**src/hw/rtl/assert_macros.svh**
```systemverilog
// Assertion helpers shared by the RTL.
`ifndef ASSERT_MACROS_SVH
`define ASSERT_MACROS_SVH

`ifndef NO_ASSERTIONS

// Property must hold at every rising clock edge outside reset.
`define ASSERT_PROP(label, clk, rst_n, prop) \
    label: assert property (@(posedge clk) disable iff (!(rst_n)) (prop)) \
        else $error("assertion failed");

// Expression must never be true outside reset.
`define ASSERT_NEVER(label, clk, rst_n, expr) \
    label: assert property (@(posedge clk) disable iff (!(rst_n)) !(expr)) \
        else $error("forbidden condition seen");

`else

`define ASSERT_PROP(label, clk, rst_n, prop)
`define ASSERT_NEVER(label, clk, rst_n, expr)

`endif

`endif

```
**src/hw/rtl/pwft_pkg.sv**
```systemverilog
package pwft_pkg;

    typedef enum logic [2:0] {
        PH_TAG     = 3'd0,
        PH_VARINT  = 3'd1,
        PH_FIXED   = 3'd2,
        PH_LENGTH  = 3'd3,
        PH_PAYLOAD = 3'd4,
        PH_SKIP    = 3'd5
    } t_phase;

    typedef enum logic [1:0] {
        KIND_SCALAR  = 2'd0,
        KIND_LENGTH  = 2'd1,
        KIND_PAYLOAD = 2'd2,
        KIND_ERROR   = 2'd3
    } t_kind;

    typedef enum logic [1:0] {
        ERR_NONE      = 2'd0,
        ERR_TOO_LONG  = 2'd1,
        ERR_WIRE_TYPE = 2'd2,
        ERR_TRUNCATED = 2'd3
    } t_err;

    localparam logic [2:0] WT_VARINT  = 3'd0;
    localparam logic [2:0] WT_FIXED64 = 3'd1;
    localparam logic [2:0] WT_LEN     = 3'd2;
    localparam logic [2:0] WT_FIXED32 = 3'd5;

    // Varints hold at most ten bytes, so the byte index stops at nine.
    localparam logic [3:0] VARINT_LAST_IDX = 4'd9;
    localparam logic [3:0] FIXED64_BYTES   = 4'd8;
    localparam logic [3:0] FIXED32_BYTES   = 4'd4;
    localparam logic [5:0] VARINT_DIGIT    = 6'd7;

    typedef struct packed {
        logic [7:0] byte_value;
        logic       end_of_message;
    } t_beat;

    typedef struct packed {
        t_kind       kind;
        logic [28:0] field_number;
        logic [2:0]  wire_type;
        logic [63:0] value;
        logic [7:0]  payload_byte;
        logic        payload_last;
        t_err        error_code;
        logic        message_done;
    } t_token;

endpackage

```
**src/hw/rtl/pwft_byte_if.sv**
```systemverilog
interface pwft_byte_if;
    logic       valid;
    logic       ready;
    logic [7:0] byte_value;
    logic       end_of_message;

    modport source (output valid, output byte_value, output end_of_message, input ready);
    modport sink (input valid, input byte_value, input end_of_message, output ready);
endinterface

```
**src/hw/rtl/pwft_tok_if.sv**
```systemverilog
interface pwft_tok_if;
    logic        valid;
    logic        ready;
    logic [1:0]  kind;
    logic [28:0] field_number;
    logic [2:0]  wire_type;
    logic [63:0] value;
    logic [7:0]  payload_byte;
    logic        payload_last;
    logic [1:0]  error_code;
    logic        message_done;

    modport source (
        output valid, output kind, output field_number, output wire_type, output value,
        output payload_byte, output payload_last, output error_code, output message_done,
        input ready
    );
    modport sink (
        input valid, input kind, input field_number, input wire_type, input value,
        input payload_byte, input payload_last, input error_code, input message_done,
        output ready
    );
endinterface

```
**src/hw/rtl/protobuf_wire_field_tokenizer.sv**
```systemverilog
// Channel  Port   Dir  Beat contents
// -------  -----  ---  ------------------------------------------------------------
// bytes    i_in   in   byte_value, end_of_message
// tokens   o_out  out  kind, field_number, wire_type, value, payload_byte,
//                      payload_last, error_code, message_done
//
// One byte is taken per cycle unless the token register stalls; the byte is held in the
// input register and any token it yields in the token register. The rate is set by the
// byte decoder, which updates its field state once per byte between the two registers.
// Reset (synchronous, active low) empties both registers and restarts at a tag.
// A stalled token holds in the token register while the input register still fills.
module protobuf_wire_field_tokenizer (
    input  logic       i_clk,
    input  logic       i_rst_n,
    pwft_byte_if.sink  i_in,
    pwft_tok_if.source o_out
);
    import pwft_pkg::*;

    logic   r_in_valid;
    t_beat  r_in;
    logic   r_out_valid;
    t_token r_tok;
    logic   advance;
    logic   emit;
    t_token tok;

    assign advance    = r_in_valid && (!r_out_valid || o_out.ready);
    assign i_in.ready = !r_in_valid || advance;

    pwft_decode u_decode (
        .i_clk   (i_clk),
        .i_rst_n (i_rst_n),
        .i_fire  (advance),
        .i_beat  (r_in),
        .o_emit  (emit),
        .o_token (tok)
    );

    always_ff @(posedge i_clk) begin
        if (!i_rst_n) begin
            r_in_valid <= 1'b0;
        end else if (i_in.valid && i_in.ready) begin
            r_in_valid <= 1'b1;
        end else if (advance) begin
            r_in_valid <= 1'b0;
        end
    end

    always_ff @(posedge i_clk) begin
        if (i_in.valid && i_in.ready) begin
            r_in.byte_value     <= i_in.byte_value;
            r_in.end_of_message <= i_in.end_of_message;
        end
    end

    always_ff @(posedge i_clk) begin
        if (!i_rst_n) begin
            r_out_valid <= 1'b0;
        end else if (advance) begin
            r_out_valid <= emit;
        end else if (o_out.ready) begin
            r_out_valid <= 1'b0;
        end
    end

    always_ff @(posedge i_clk) begin
        if (advance && emit) begin
            r_tok <= tok;
        end
    end

    assign o_out.valid        = r_out_valid;
    assign o_out.kind         = r_tok.kind;
    assign o_out.field_number = r_tok.field_number;
    assign o_out.wire_type    = r_tok.wire_type;
    assign o_out.value        = r_tok.value;
    assign o_out.payload_byte = r_tok.payload_byte;
    assign o_out.payload_last = r_tok.payload_last;
    assign o_out.error_code   = r_tok.error_code;
    assign o_out.message_done = r_tok.message_done;

endmodule

```
**src/hw/rtl/pwft_decode.sv**
```systemverilog
`include "assert_macros.svh"

module pwft_decode (
    input  logic            i_clk,
    input  logic            i_rst_n,
    input  logic            i_fire,
    input  pwft_pkg::t_beat i_beat,
    output logic            o_emit,
    output pwft_pkg::t_token o_token
);
    import pwft_pkg::*;

    t_phase      r_phase, n_phase;
    logic [63:0] r_acc, n_acc;
    logic [3:0]  r_idx, n_idx;
    logic [28:0] r_field, n_field;
    logic [2:0]  r_wt, n_wt;
    logic [63:0] r_remain, n_remain;

    logic [7:0]  b;
    logic        eom;
    logic [3:0]  idx_c;
    logic [5:0]  sh_v;
    logic [63:0] acc_v;
    logic        cont;
    logic        too_long;
    logic [63:0] acc_f;
    logic [3:0]  idx_f;
    logic        fixed_done;
    logic [63:0] rem_d;
    logic        last;
    logic [28:0] tag_field;
    logic [2:0]  tag_wt;
    logic        tag_wt_ok;

    logic        f_en;
    logic [28:0] f_fn;
    logic [2:0]  f_wt;
    logic [7:0]  f_pb;
    t_err        f_err;

    assign b     = i_beat.byte_value;
    assign eom   = i_beat.end_of_message;
    assign idx_c = (r_idx > VARINT_LAST_IDX) ? VARINT_LAST_IDX : r_idx;
    assign sh_v  = {2'b00, idx_c} * VARINT_DIGIT;
    assign acc_v = r_acc | ({57'd0, b[6:0]} << sh_v);
    assign cont  = b[7];
    assign too_long = cont && (idx_c >= VARINT_LAST_IDX);

    assign acc_f = r_acc | ({56'd0, b} << {r_idx[2:0], 3'b000});
    assign idx_f = r_idx + 4'd1;
    assign fixed_done = (r_wt == WT_FIXED64) ? (idx_f >= FIXED64_BYTES)
                                             : (idx_f >= FIXED32_BYTES);

    assign rem_d = (r_remain != 64'd0) ? (r_remain - 64'd1) : 64'd0;
    assign last  = (rem_d == 64'd0);

    assign tag_field = acc_v[31:3];
    assign tag_wt    = acc_v[2:0];
    assign tag_wt_ok = (tag_wt == WT_VARINT) || (tag_wt == WT_FIXED64) ||
                       (tag_wt == WT_LEN) || (tag_wt == WT_FIXED32);

    always_comb begin
        n_phase  = r_phase;
        n_acc    = r_acc;
        n_idx    = r_idx;
        n_field  = r_field;
        n_wt     = r_wt;
        n_remain = r_remain;
        o_emit   = 1'b0;
        o_token  = '0;
        o_token.field_number = r_field;
        o_token.wire_type    = r_wt;
        f_en  = 1'b0;
        f_fn  = r_field;
        f_wt  = r_wt;
        f_pb  = 8'd0;
        f_err = ERR_NONE;

        case (r_phase)
            PH_VARINT, PH_LENGTH: begin
                if (too_long) begin
                    f_en  = 1'b1;
                    f_err = ERR_TOO_LONG;
                end else if (cont) begin
                    n_acc = acc_v;
                    n_idx = idx_c + 4'd1;
                    if (eom) begin
                        f_en  = 1'b1;
                        f_err = ERR_TRUNCATED;
                    end
                end else if (r_phase == PH_VARINT || acc_v == 64'd0) begin
                    o_emit = 1'b1;
                    o_token.kind  = (r_phase == PH_VARINT) ? KIND_SCALAR : KIND_LENGTH;
                    o_token.value = acc_v;
                    o_token.message_done = eom;
                    n_acc   = 64'd0;
                    n_idx   = 4'd0;
                    n_phase = PH_TAG;
                end else if (eom) begin
                    // A nonzero length on the final byte leaves its payload missing.
                    f_en  = 1'b1;
                    f_err = ERR_TRUNCATED;
                end else begin
                    o_emit = 1'b1;
                    o_token.kind  = KIND_LENGTH;
                    o_token.value = acc_v;
                    n_remain = acc_v;
                    n_acc    = 64'd0;
                    n_idx    = 4'd0;
                    n_phase  = PH_PAYLOAD;
                end
            end
            PH_FIXED: begin
                if (fixed_done) begin
                    o_emit = 1'b1;
                    o_token.kind  = KIND_SCALAR;
                    o_token.value = acc_f;
                    o_token.message_done = eom;
                    n_acc   = 64'd0;
                    n_idx   = 4'd0;
                    n_phase = PH_TAG;
                end else begin
                    n_acc = acc_f;
                    n_idx = idx_f;
                    if (eom) begin
                        f_en  = 1'b1;
                        f_err = ERR_TRUNCATED;
                    end
                end
            end
            PH_PAYLOAD: begin
                n_remain = rem_d;
                if (!last && eom) begin
                    f_en  = 1'b1;
                    f_pb  = b;
                    f_err = ERR_TRUNCATED;
                end else begin
                    o_emit = 1'b1;
                    o_token.kind         = KIND_PAYLOAD;
                    o_token.payload_byte = b;
                    o_token.payload_last = last;
                    o_token.message_done = last && eom;
                    if (last) begin
                        n_acc   = 64'd0;
                        n_idx   = 4'd0;
                        n_phase = PH_TAG;
                    end
                end
            end
            PH_SKIP: begin
                if (eom) begin
                    n_phase = PH_TAG;
                end
            end
            default: begin
                n_phase = PH_TAG;
                if (too_long) begin
                    f_en  = 1'b1;
                    f_fn  = 29'd0;
                    f_wt  = 3'd0;
                    f_err = ERR_TOO_LONG;
                end else if (cont) begin
                    n_acc = acc_v;
                    n_idx = idx_c + 4'd1;
                    if (eom) begin
                        f_en  = 1'b1;
                        f_fn  = 29'd0;
                        f_wt  = 3'd0;
                        f_err = ERR_TRUNCATED;
                    end
                end else begin
                    n_field = tag_field;
                    n_wt    = tag_wt;
                    n_acc   = 64'd0;
                    n_idx   = 4'd0;
                    f_fn    = tag_field;
                    f_wt    = tag_wt;
                    if (!tag_wt_ok) begin
                        f_en  = 1'b1;
                        f_err = ERR_WIRE_TYPE;
                    end else if (eom) begin
                        f_en  = 1'b1;
                        f_err = ERR_TRUNCATED;
                    end else if (tag_wt == WT_VARINT) begin
                        n_phase = PH_VARINT;
                    end else if (tag_wt == WT_LEN) begin
                        n_phase = PH_LENGTH;
                    end else begin
                        n_phase = PH_FIXED;
                    end
                end
            end
        endcase

        // Any error drops the field; only a truncation or the final byte restarts at a tag.
        if (f_en) begin
            o_emit  = 1'b1;
            o_token = '0;
            o_token.kind         = KIND_ERROR;
            o_token.field_number = f_fn;
            o_token.wire_type    = f_wt;
            o_token.payload_byte = f_pb;
            o_token.error_code   = f_err;
            n_acc    = 64'd0;
            n_idx    = 4'd0;
            n_remain = 64'd0;
            n_phase  = (eom || f_err == ERR_TRUNCATED) ? PH_TAG : PH_SKIP;
        end
    end

    always_ff @(posedge i_clk) begin
        if (!i_rst_n) begin
            r_phase  <= PH_TAG;
            r_acc    <= 64'd0;
            r_idx    <= 4'd0;
            r_field  <= 29'd0;
            r_wt     <= 3'd0;
            r_remain <= 64'd0;
        end else if (i_fire) begin
            r_phase  <= n_phase;
            r_acc    <= n_acc;
            r_idx    <= n_idx;
            r_field  <= n_field;
            r_wt     <= n_wt;
            r_remain <= n_remain;
        end
    end

    `ASSERT_PROP(a_payload_has_bytes, i_clk, i_rst_n, (r_phase == PH_PAYLOAD) |-> (r_remain != 64'd0))
    `ASSERT_PROP(a_skip_is_clear, i_clk, i_rst_n, (r_phase == PH_SKIP) |-> (r_acc == 64'd0 && r_idx == 4'd0))
    `ASSERT_NEVER(a_idx_in_range, i_clk, i_rst_n, r_idx > VARINT_LAST_IDX)
    `ASSERT_PROP(a_error_is_bare, i_clk, i_rst_n, (o_emit && o_token.kind == KIND_ERROR) |-> (!o_token.message_done && o_token.value == 64'd0))
    `ASSERT_PROP(a_hold_when_idle, i_clk, i_rst_n, (i_rst_n && !i_fire) |=> ($stable(r_phase) && $stable(r_acc) && $stable(r_remain)))

endmodule

```
**src/flat_wrapper.sv**
```systemverilog
// flat-port wrapper written by rule: the top's interface ports become plain ports
module protobuf_wire_field_tokenizer_flat import pwft_pkg::*;
  (i_clk, i_rst_n, i_in_valid, i_in_byte_value, i_in_end_of_message, i_in_ready, o_out_valid, o_out_kind, o_out_field_number, o_out_wire_type, o_out_value, o_out_payload_byte, o_out_payload_last, o_out_error_code, o_out_message_done, o_out_ready);
  pwft_byte_if i_in_i ();
  pwft_tok_if o_out_i ();
  input  logic i_clk;
  input  logic i_rst_n;
  input wire logic [$bits(i_in_i.valid)-1:0] i_in_valid;
  input wire logic [$bits(i_in_i.byte_value)-1:0] i_in_byte_value;
  input wire logic [$bits(i_in_i.end_of_message)-1:0] i_in_end_of_message;
  output wire logic [$bits(i_in_i.ready)-1:0] i_in_ready;
  output wire logic [$bits(o_out_i.valid)-1:0] o_out_valid;
  output wire logic [$bits(o_out_i.kind)-1:0] o_out_kind;
  output wire logic [$bits(o_out_i.field_number)-1:0] o_out_field_number;
  output wire logic [$bits(o_out_i.wire_type)-1:0] o_out_wire_type;
  output wire logic [$bits(o_out_i.value)-1:0] o_out_value;
  output wire logic [$bits(o_out_i.payload_byte)-1:0] o_out_payload_byte;
  output wire logic [$bits(o_out_i.payload_last)-1:0] o_out_payload_last;
  output wire logic [$bits(o_out_i.error_code)-1:0] o_out_error_code;
  output wire logic [$bits(o_out_i.message_done)-1:0] o_out_message_done;
  input wire logic [$bits(o_out_i.ready)-1:0] o_out_ready;
  assign i_in_i.valid = i_in_valid;
  assign i_in_i.byte_value = i_in_byte_value;
  assign i_in_i.end_of_message = i_in_end_of_message;
  assign i_in_ready = i_in_i.ready;
  assign o_out_valid = o_out_i.valid;
  assign o_out_kind = o_out_i.kind;
  assign o_out_field_number = o_out_i.field_number;
  assign o_out_wire_type = o_out_i.wire_type;
  assign o_out_value = o_out_i.value;
  assign o_out_payload_byte = o_out_i.payload_byte;
  assign o_out_payload_last = o_out_i.payload_last;
  assign o_out_error_code = o_out_i.error_code;
  assign o_out_message_done = o_out_i.message_done;
  assign o_out_i.ready = o_out_ready;
  protobuf_wire_field_tokenizer u_core (.i_clk(i_clk), .i_rst_n(i_rst_n), .i_in(i_in_i), .o_out(o_out_i));
endmodule
```
**config.mk**
```make
export PLATFORM = sky130hd
export DESIGN_NAME = protobuf_wire_field_tokenizer_flat
export DESIGN_NICKNAME = d
export VERILOG_FILES = /design/src/hw/rtl/pwft_pkg.sv /design/src/hw/rtl/pwft_byte_if.sv /design/src/hw/rtl/pwft_tok_if.sv /design/src/hw/rtl/protobuf_wire_field_tokenizer.sv /design/src/hw/rtl/pwft_decode.sv /design/src/flat_wrapper.sv
export VERILOG_INCLUDE_DIRS = /design/src /design/src/hw/rtl
export SDC_FILE = /design/constraint.sdc
export NUM_CORES = 1
export LEC_CHECK = 0
export ABC_AREA = 0
export BUFFER_PORTS_ARGS = -buffer_cell sky130_fd_sc_hd__buf_4
export CORE_MARGIN = 2
export CORE_UTILIZATION = 45
export DETAILED_ROUTE_END_ITERATION = 8
export PLACE_DENSITY_LB_ADDON = 0.05
export SYNTH_ARGS = -nofsm -noshare
export SYNTH_HDL_FRONTEND = slang
export SYNTH_SLANG_ARGS = --single-unit
```
**constraint.sdc**
```tcl
create_clock -name i_clk -period 21.4 [get_ports i_clk]
set_input_delay 2.14 -clock i_clk [delete_from_list [all_inputs] [get_ports i_clk]]
set_output_delay 2.14 -clock i_clk [all_outputs]
set_load 0.005 [all_outputs]
```
==> results of run 1 <==
per-layer routing:
layer  wire length [um]  track usage [%]  up-vias
met5                 13                0        -
met4               2690             12.9        2
met1              27900             50.5     7582
li1                   -                -     6857
met2              28100             51.8      877
met3               6110             6.66      147
area by class of cell:
type	instances	share of cell area [%]
Timing Repair Buffer	162	6.74
Clock inverter	22	1.57
Inverter	35	0.728
Sequential cell	288	38.6
Antenna cell	2	0.0277
Multi-Input combinational cell	1290	44.7
Clock buffer	36	4.51
Tap cell	455	3.15
kinds of logic after synthesis:
logic type | synth area share, %
XOR/XNOR | 2.89
flip-flops | 44.1
adder cells (fa/ha/maj) | 1.00
multiplexers | 2.04
AO/OA/AOI/OAI | 26.6
buffers and inverters | 5.09
AND/OR/NAND/NOR | 18.3
flip-flops by register name (all words and copies together) (netlist names), 2 cells and up:
signal                     cells
u_core.o_out.error_code        2
u_core.u_decode.r_remain      64
u_core.r_in                    9
u_core.u_decode.r_phase        3
u_core.u_decode.r_field       29
u_core.u_decode.r_wt           3
u_core.o_out.payload_byte      8
u_core.u_decode.r_idx          4
u_core.o_out.wire_type         3
u_core.o_out.kind              2
u_core.u_decode.r_acc         64
u_core.o_out.value            64
u_core.o_out.field_number     29
synth_stat cells, types with 13 or more instances:
master / count / area [sq um]
dfxtp_1: 169 / 3380
nand3_1: 33 / 165
nor2_1: 201 / 754
a211oi_1: 58 / 435
o21ai_0: 48 / 240
xor2_1: 21 / 184
o22ai_1: 172 / 1080
a22o_1: 66 / 578
clkbuf_1: 106 / 398
edfxtp_1: 119 / 3570
a21oi_1: 162 / 811
nor4_1: 24 / 150
nor3_1: 75 / 375
nand2_1: 91 / 342
inv_1: 32 / 120
mux2i_1: 13 / 130
xnor2_1: 31 / 272
or3_1: 14 / 87.6
nand4_1: 25 / 156
buf_2: 26 / 130
a31oi_1: 17 / 106
o2bb2ai_1: 22 / 193
stage by stage:
stage | power (uW) | hold slack, ns | util (%) | cell area (sq um)
floorplan | 888 | 0.460 | - | 15800
global placement | 1020 | 0.483 | 49.0 | 16900
detailed placement | 1020 | 0.488 | 49.0 | 16900
CTS | 1600 | 0.499 | 52.2 | 18000
global route | 1660 | 0.522 | 52.2 | 18000
finish | 1600 | 0.498 | 52.2 | 18000
power groups by stage:
stage	combinational [uW]	clock (uW)	sequential, uW
after floorplan	263	0	625
after global placement	390	0	633
after detailed placement	388	0	633
after CTS	389	590	622
after global routing	426	614	624
final	399	584	622
tightest hold or removal path, stage by stage, from the launching register on:
cell and delay (ns):
dfxtp_1 0.31, nor2_1 0.09, a211oi_1 0.05
how the worst max path moves through the flow:
stage,from,end,slack [ns],cells past startpoint
finish,u_core.u_decode.r_idx[0],u_core.o_out.field_number[26],10.78,25
global route,u_core.u_decode.r_idx[0],u_core.o_out.value[38],10.12,25
CTS,u_core.u_decode.r_idx[0],u_core.o_out.field_number[26],11.00,25
detailed placement,u_core.u_decode.r_idx[0],u_core.o_out.field_number[17],11.05,25
global placement,u_core.u_decode.r_idx[0],u_core.o_out.field_number[14],11.34,25
floorplan,u_core.u_decode.r_idx[0],u_core.o_out.error_code[0],12.28,26
==> metrics.md, run 1 <==
| Metric | Value |
|---|---|
| Crit end category | `register` |
| Hold endpoint | `u_core.u_decode.r_field[11]` |
| Core box area | `0.0345 sq mm` |
| CP startpoint kind | `register` |
| Reg-to-reg setup timing slack | `10.78 ns` |
| DP Cell Count | `2230` |
| Distinct cell type count after synthesis | `86` |
| FP Rows | `68` |
| Deepest clock path buffer count | `3` |
| Hold Path Class | `reg -> reg` |
| Post-synth EDFFs | `119` |
| Antenna-violating nets left | `0` |
| Worst Clk Skew | `0.0121 ns` |
| Area Overhead vs Synth | `14.4%` |
| R2r endpoint | `u_core.o_out.field_number[26]` |
| CTS tree | `yes` |
| Final min period | `10.62 ns` |
| Mean Syn Cell Area | `8.97 sq um` |
| Mapped Area | `0.0158 sq mm` |
| Post-Syn Instances | `1759` |
| Syn Nets | `1784` |
| Chip height | `191 um` |
| Reg clk slew, reported paths | `0.06 ns` |
| Slew Limit Fails | `0` |
| Register bit total from synthesis | `288` |
| Setup bufs post-CTS | `0` |
| Most frequent cells in the layout | `nor2_1, o22ai_1, dfxtp_1` |
| Initial antenna violation count | `3` |
| Worst Path Max Fanout | `67` |
| Routability cong. | `0.941` |
| Crit Path Class | `reg -> reg` |
| CTS Root Cell | `clkbuf_16` |
| Hpwl dp | `44000 um` |
| Top cell by count, worst path | `ha_1` |
| Port buffer count | `124` |
| Hold path startpoint | `u_core.u_decode.r_field[11]` |
| Sequential area share after synthesis | `44.1%` |
| Overall die width | `191 um` |
| Async set-reset flop share out of synthesis | `0%` |
| Finished Layout Cells | `2290` |
| Fillers | `3318` |
| Final period util | `49.6%` |
| Pleak | `0.00653 uW` |
| Clk sink count | `288` |
| Endpoints failing setup | `0` |
| Logic pwr share | `24.8%` |
| Number of global-route vias before repair | `14265` |
| Maximum vdd drop | `0.0607 mV` |
| Number of H-tree levels | `1` |
| Seq pwr share | `38.8%` |
| Detailed Route WL | `64800 um` |
| Cell family with most CP delay | `simple AND/OR/NAND/NOR gates` |
| Crit path buf inv count | `6` |
| Worst path max stage delay | `1.09 ns` |
| DRC | `0` |
| CTS Buf Count | `31` |
| GRT overflow | `0` |
| Max-Cap Viols | `0` |
| YS warnings | `0` |
| Reg2reg path depth | `25` |
| I/O Pins | `125` |
| Outcome | `completed` |
| Gr usage total | `35.0%` |
| Required @ worst endpoint | `21.61 ns` |
| P_sw | `527 uW` |
| Drt pass-1 iters | `5` |
| Iter 0 DRT Violations | `2041` |
| Initial Util | `45.7%` |
| PD cells | `88.9 mW/mm^2` |
| Area occupied by multi-input gates | `0.00807 sq mm` |
| FMAX | `0.0941 GHz` |
| Power Internal | `1080 uW` |
| Reg2reg start | `u_core.u_decode.r_idx[0]` |
| Pin count of the biggest net entering global routing | `73` |
| Die ar. | `0.0366 sq mm` |
| Hold Path Depth | `2` |
| Storage element area | `0.00696 sq mm` |
| RSZ-0062 raised after global routing | `false` |
| Pre-CTS setup slack | `11.05 ns` |
| DR vias | `15465` |
| Share of power burned in the clock network | `36.4%` |
| Sw Ratio | `32.8%` |
| Layout Nets | `1833` |
| Most common cell after layout, fill and taps aside | `nor2_1` |
| Setup tns final | `0 ns` |
| Most used DFF post-synth | `dfxtp_1` |
| Worst-Margin Slew | `1.32 ns` |
| # hold bufs at CTS | `0` |
| Clock Latency Late Sink | `0.59 ns` |
| Post-CTS Resized | `0` |
| Worst path slowest cell | `fa_1` |
| Via-to-Cell Ratio | `6.75` |
| Setup slack after layout | `10.78 ns` |
| Drt wl/cell | `28.3 um` |
| CP arrival | `10.84 ns` |
| Layout cells sized above 1 | `14.8%` |
| First-pass GRT wire length | `95500 um` |
| Rel. slew slack | `12.1%` |
| Final number of hold-violating endpoints | `0` |
Note: power is estimated with default switching activity, not from simulation.
==> run 2, diff against run 1 <==
==> constraint.sdc (replaced) <==
create_clock -name i_clk -period 9.96 [get_ports i_clk]
set_input_delay 0.996 -clock i_clk [delete_from_list [all_inputs] [get_ports i_clk]]
set_output_delay 0.996 -clock i_clk [all_outputs]
set_load 0.005 [all_outputs]
==> run 2 against run 1 <==
Against the previous run:
- the flow now finishes with violations (capacitance limit)
- cell count grew 0.39%
- worst setup slack got worse by 10 ns
- flip-flop and latch count unchanged
- power up 110%
- clock power up 120%
- die area is the same
- global-route usage fell by 1.5 points
==> metrics.md, run 2 (synthesized netlist as in run 1, its figures left out) <==
| Metric | Value |
|---|---|
| Chip height | `191 um` |
| Detailed Route WL | `61800 um` |
| Storage element area | `0.00696 sq mm` |
| Pin count of the biggest net entering global routing | `111` |
| Setup slack after layout | `0.608 ns` |
| Endpoints failing setup | `0` |
| Final min period | `9.35 ns` |
| Placed Area | `0.0170 sq mm` |
| Crit Path Class | `reg -> reg` |
| GRT overflow | `0` |
| I/O Pins | `125` |
| Layout Nets | `1843` |
| Overall die width | `191 um` |
| Iter 0 DRT Violations | `1975` |
| Drt pass-1 iters | `6` |
| Initial antenna violation count | `0` |
| Most frequent cells in the layout | `nor2_1, o22ai_1, dfxtp_1` |
| # hold bufs at CTS | `0` |
| Layout cells sized above 1 | `15.0%` |
| Clk sink count | `288` |
| CTS Buf Count | `34` |
| Top cell by count, worst path | `ha_1` |
| Via-to-Cell Ratio | `6.74` |
| Area Overhead vs Synth | `15.1%` |
| Pre-CTS setup slack | `0.298 ns` |
| Pleak | `0.00658 uW` |
| Slew Limit Fails | `0` |
| Hold Path Class | `reg -> reg` |
| Finished Core Util | `52.5%` |
| Final instance area | `0.0181 sq mm` |
| Worst Clk Skew | `0.0206 ns` |
| Die ar. | `0.0366 sq mm` |
| Reg clk slew, reported paths | `0.06 ns` |
| Worst Path Max Fanout | `65` |
| Number of global-route vias before repair | `14253` |
| Hpwl dp | `42600 um` |
| Routability cong. | `0.977` |
| FMAX | `0.107 GHz` |
| Worst-Margin Slew | `1.46 ns` |
| Port buffer count | `124` |
| Critical path, cell by cell | `inv_1 -> ha_1 -> o21bai_1 -> a21oi_2 -> inv_2 -> ha_1 -> clkinv_1 -> ha_1 -> ha_1 -> inv_1 -> fa_1 -> nand2b_1 -> o22ai_1 -> mux2i_1 -> o31ai_1 -> a21oi_1 -> nand4_1 -> or3_1 -> nor4_2 -> a31oi_1 -> o21ai_4 -> and3_4 -> a22o_1` |
| DR vias | `15495` |
| Initial Util | `45.7%` |
| CP arrival | `9.82 ns` |
| DRC | `0` |
| Antenna-violating nets left | `0` |
| Crit end category | `register` |
| Required @ worst endpoint | `10.43 ns` |
| Finished Layout Cells | `2299` |
| Drt wl/cell | `26.9 um` |
| Setup tns final | `0 ns` |
| Clock Latency Late Sink | `0.53 ns` |
| CTS Root Cell | `clkbuf_16` |
| Number of H-tree levels | `2` |
| CP startpoint kind | `register` |
| RSZ-0062 raised after global routing | `false` |
| Final period util | `93.9%` |
| Core box area | `0.0345 sq mm` |
| CTS tree | `yes` |
| First-pass GRT wire length | `92300 um` |
| Crit path buf inv count | `4` |
| FP Rows | `68` |
| Deepest clock path buffer count | `3` |
| Area occupied by multi-input gates | `0.00808 sq mm` |
| Inserted Diodes | `0` |
| PD cells | `190 mW/mm^2` |
| Most common cell after layout, fill and taps aside | `nor2_1` |
| Gr usage total | `33.4%` |
| Worst path max stage delay | `1.01 ns` |
| Failing checks | `capacitance limit` |
| DP Cell Count | `2237` |
| Maximum vdd drop | `0.132 mV` |
| Worst path slowest cell | `fa_1` |
| Outcome | `finished, violations left` |
| Max-Cap Viols | `1` |
| Fillers | `3333` |
| Final number of hold-violating endpoints | `0` |
| Rel. slew slack | `1.93%` |
| Cell family with most CP delay | `compound AO/OA/AOI/OAI gates` |
==> run 2: routing by layer <==
metal	vias up	track usage [%]	part of all wire (%)
met1	7539	47.1	42
met4	0	11.5	3.6
met5	-	0	0
met3	152	5.18	9.6
met2	921	52.2	45
li1	6883	-	-
==> run 2: worst paths after layout <==
path	startpoint	endpoint	slack, ns	cells past startpoint
setup / recovery	u_core.u_decode.r_idx[0]	u_core.u_decode.r_acc[17]	0.61	23
hold / removal	u_core.u_decode.r_field[15]	u_core.u_decode.r_field[15]	0.50	2
setup reg to reg	u_core.u_decode.r_idx[0]	u_core.u_decode.r_acc[17]	0.61	23
hold reg to reg	u_core.u_decode.r_field[15]	u_core.u_decode.r_field[15]	0.50	2
==> run 2: final cells by class <==
cell class | instances | share of cell area (%)
clock inverter | 12 | 0.841
sequential | 288 | 38.3
multi-input combinational | 1290 | 44.5
clock buffer | 50 | 5.30
inverter | 35 | 0.724
timing repair buffer | 169 | 7.13
tap | 455 | 3.14
==> run 2: per-stage QoR <==
stage | hold WS, ns | power [uW]
3_3_place_gp | 0.486 | 2190
5_1_grt | 0.514 | 3570
4_1_cts | 0.499 | 3440
6_report | 0.496 | 3440
2_1_floorplan | 0.460 | 1910
3_5_place_dp | 0.489 | 2190
==> run 2: power by group <==
group,internal [uW],switching [uW]
Clock,751,512
Combinational,284,559
Sequential,1290,45.6
Total,2330,1120
==> run 2: worst register-to-register path, cell delays in order (launching register included) <==
cell and delay [ns]:
dfxtp_1 0.49, inv_1 0.28, ha_1 0.20, o21bai_1 0.19
a21oi_2 0.72, inv_2 0.21, ha_1 0.70, clkinv_1 0.40
ha_1 0.39, ha_1 0.16, inv_1 0.07, fa_1 1.01
nand2b_1 0.28, o22ai_1 0.11, mux2i_1 0.15, o31ai_1 0.26
a21oi_1 0.64, nand4_1 0.15, or3_1 0.36, nor4_2 0.65
a31oi_1 0.37, o21ai_4 0.34, and3_4 0.88, a22o_1 0.30
==> run 2: what timing repair did <==
item,in CTS,in global routing
endpoints found under the setup margin,0,241
endpoints found under the hold margin,0,0
setup buffers,0,0
resized for setup,0,2
==> run 3, diff against run 2 <==
--- a/config.mk
+++ b/config.mk
@@ -8,6 +8,7 @@
 export LEC_CHECK = 0
 export ABC_AREA = 0
 export BUFFER_PORTS_ARGS = -buffer_cell sky130_fd_sc_hd__buf_4
+export CORE_ASPECT_RATIO = 0.8
 export CORE_MARGIN = 2
 export CORE_UTILIZATION = 45
 export DETAILED_ROUTE_END_ITERATION = 8
==> run 3 against run 2 <==
Against the previous run:
- the flow still finishes with violations (capacitance limit)
- clock-buffer cell count down 4
- clock skew decreased by 0.0039 ns
- power fell by 0.82%
- worst setup slack better by 0.034 ns
- critical endpoint is now u_core.o_out.field_number[20]
- largest cell class unchanged
==> metrics.md, run 3 (synthesized netlist as in run 1, its figures left out) <==
| Metric | Value |
|---|---|
| Setup tns final | `0 ns` |
| Crit end category | `register` |
| PD cells | `188 mW/mm^2` |
| Endpoints failing setup | `0` |
| Max Used Layer | `met5` |
| First-pass GRT wire length | `92200 um` |
| Chip height | `171 um` |
| Worst-Margin Slew | `1.49 ns` |
| Clock Latency Late Sink | `0.59 ns` |
| Worst Clk Skew | `0.0166 ns` |
| Most frequent cells in the layout | `nor2_1, o22ai_1, buf_4, dfxtp_1, a21oi_1` |
| I/O Pins | `125` |
| Rel. slew slack | `0.792%` |
| CTS Root Cell | `clkbuf_16` |
| DR vias | `15483` |
| Outcome | `finished, violations left` |
| Setup slack after layout | `0.642 ns` |
| Hold Path Depth | `2` |
| Clk sink count | `288` |
| # hold bufs at CTS | `0` |
| Inserted Diodes | `0` |
| Area Overhead vs Synth | `15.1%` |
| Hold endpoint | `u_core.u_decode.r_remain[13]` |
| CTS Buf Count | `31` |
| Gr usage total | `33.9%` |
| Maximum vdd drop | `0.139 mV` |
| CP arrival | `9.62 ns` |
| R2r endpoint | `u_core.o_out.field_number[20]` |
| Reg2reg path depth | `22` |
| Pin count of the biggest net entering global routing | `77` |
| Max-Cap Viols | `1` |
| Initial antenna violation count | `2` |
| Failing checks | `capacitance limit` |
| Layout cells sized above 1 | `15.0%` |
| Initial Util | `45.5%` |
| Final number of hold-violating endpoints | `0` |
| Overall die width | `213 um` |
| Port buffer count | `124` |
| Layout Nets | `1843` |
| Worst Path Max Fanout | `21` |
| Worst path slowest cell | `a221oi_1` |
| Worst path max stage delay | `1.21 ns` |
| Required @ worst endpoint | `10.26 ns` |
| Deepest clock path buffer count | `3` |
| Via-to-Cell Ratio | `6.69` |
| Number of global-route vias before repair | `13773` |
| Top cell by count, worst path | `ha_1` |
| Antenna-violating nets left | `0` |
| Post-CTS Resized | `0` |
| Storage element area | `0.00696 sq mm` |
| Met1 WL | `28100 um` |
| Iter 0 DRT Violations | `2480` |
| Most common cell after layout, fill and taps aside | `nor2_1` |
| Die ar. | `0.0366 sq mm` |
| Reg2reg start | `u_core.u_decode.r_idx[0]` |
| Slew Limit Fails | `0` |
| Wire length on met2 | `25800 um` |
| Setup bufs post-CTS | `0` |
| FMAX | `0.107 GHz` |
| Total power | `3410 uW` |
| Area occupied by multi-input gates | `0.00806 sq mm` |
| Fillers | `3286` |
| Final min period | `9.32 ns` |
| Core box area | `0.0347 sq mm` |
| Pleak | `0.00658 uW` |
| Hold Path Class | `reg -> reg` |
| Met3 Routed Length | `6940 um` |
| Routability cong. | `0.993` |
| Number of H-tree levels | `1` |
| Drt pass-1 iters | `5` |
| FP Rows | `61` |
| GRT overflow | `0` |
| DRC | `0` |
| Crit Path Class | `reg -> reg` |
| Hpwl dp | `43400 um` |
| Critical path, cell by cell | `inv_1 -> ha_1 -> o21bai_1 -> a21oi_2 -> inv_2 -> ha_1 -> clkinv_1 -> ha_1 -> ha_1 -> inv_1 -> fa_1 -> xor2_1 -> buf_4 -> nor3_1 -> a221oi_1 -> nand4_1 -> or3_1 -> nor4_2 -> a31oi_1 -> o21ai_4 -> or3_1 -> o2bb2ai_1` |
| RSZ-0062 raised after global routing | `false` |
| Pre-CTS setup slack | `0.894 ns` |
| Drt wl/cell | `27.3 um` |
| Hold path startpoint | `u_core.u_decode.r_remain[13]` |
| Detailed Route WL | `63200 um` |
| CP startpoint kind | `register` |
| Critical Path Start | `u_core.u_decode.r_idx[0]` |
| Reg clk slew, reported paths | `0.07 ns` |
| CTS tree | `yes` |
| Finished Core Util | `52.4%` |
| Final period util | `93.6%` |
| Reg-to-reg setup timing slack | `0.64 ns` |
[run 3: changes by cell type in the layout (fill, tap and decap cells not counted), sizes merged]
cell      delta
buf          +3
bufinv       -1
clkbuf       -4
clkinv       -2
clkinvlp     +2
inv          +1
[run 3: final cells by class]
type	count	share of cell area (%)
clock buffers	46	5.26
clock inverters	12	0.717
inverters	35	0.724
multi-input cells	1290	44.4
flip-flops and latches	288	38.3
well taps	472	3.25
repair buffers	172	7.32
[run 3: worst max path at each step]
stage | to | slack (ns)
6_report | u_core.o_out.field_number[20] | 0.64
5_1_grt | u_core.o_out.field_number[1] | 0.02
4_1_cts | u_core.o_out.field_number[20] | 0.87
3_5_place_dp | u_core.o_out.field_number[20] | 0.89
3_3_place_gp | u_core.o_out.value[48] | 1.04
2_1_floorplan | u_core.o_out.error_code[0] | 0.84
[run 3: per-stage QoR]
stage	std cells	hold WS, ns	instance area, sq um
2_1_floorplan	1759	0.460	15800
3_3_place_gp	2257	0.481	17100
3_5_place_dp	2257	0.485	17100
4_1_cts	2315	0.499	18200
5_1_grt	2315	0.522	18200
6_report	2315	0.498	18200
[run 3: routing by layer]
| layer | vias up | GRT usage (%) |
|---|---|---|
| met5 | - | 0 |
| met4 | 4 | 11.9 |
| met3 | 122 | 7.87 |
| met2 | 988 | 47.0 |
| met1 | 7485 | 51.0 |
| li1 | 6884 | - |
[run 3: worst max-delay path, delay by kind of cell, from the launching register on]
kind	cells	cell delay, ns
compound gates	6	2.90
simple gates	5	1.98
fa+ha+maj	5	1.89
buf+inv	5	1.18
xor+xnor	1	0.56
flops	1	0.48
[run 3: power by group]
| group | switching [uW] | internal, uW |
|---|---|---|
| clock network | 510 | 718 |
| registers | 46.6 | 1290 |
| logic | 562 | 287 |
| total | 1120 | 2290 |
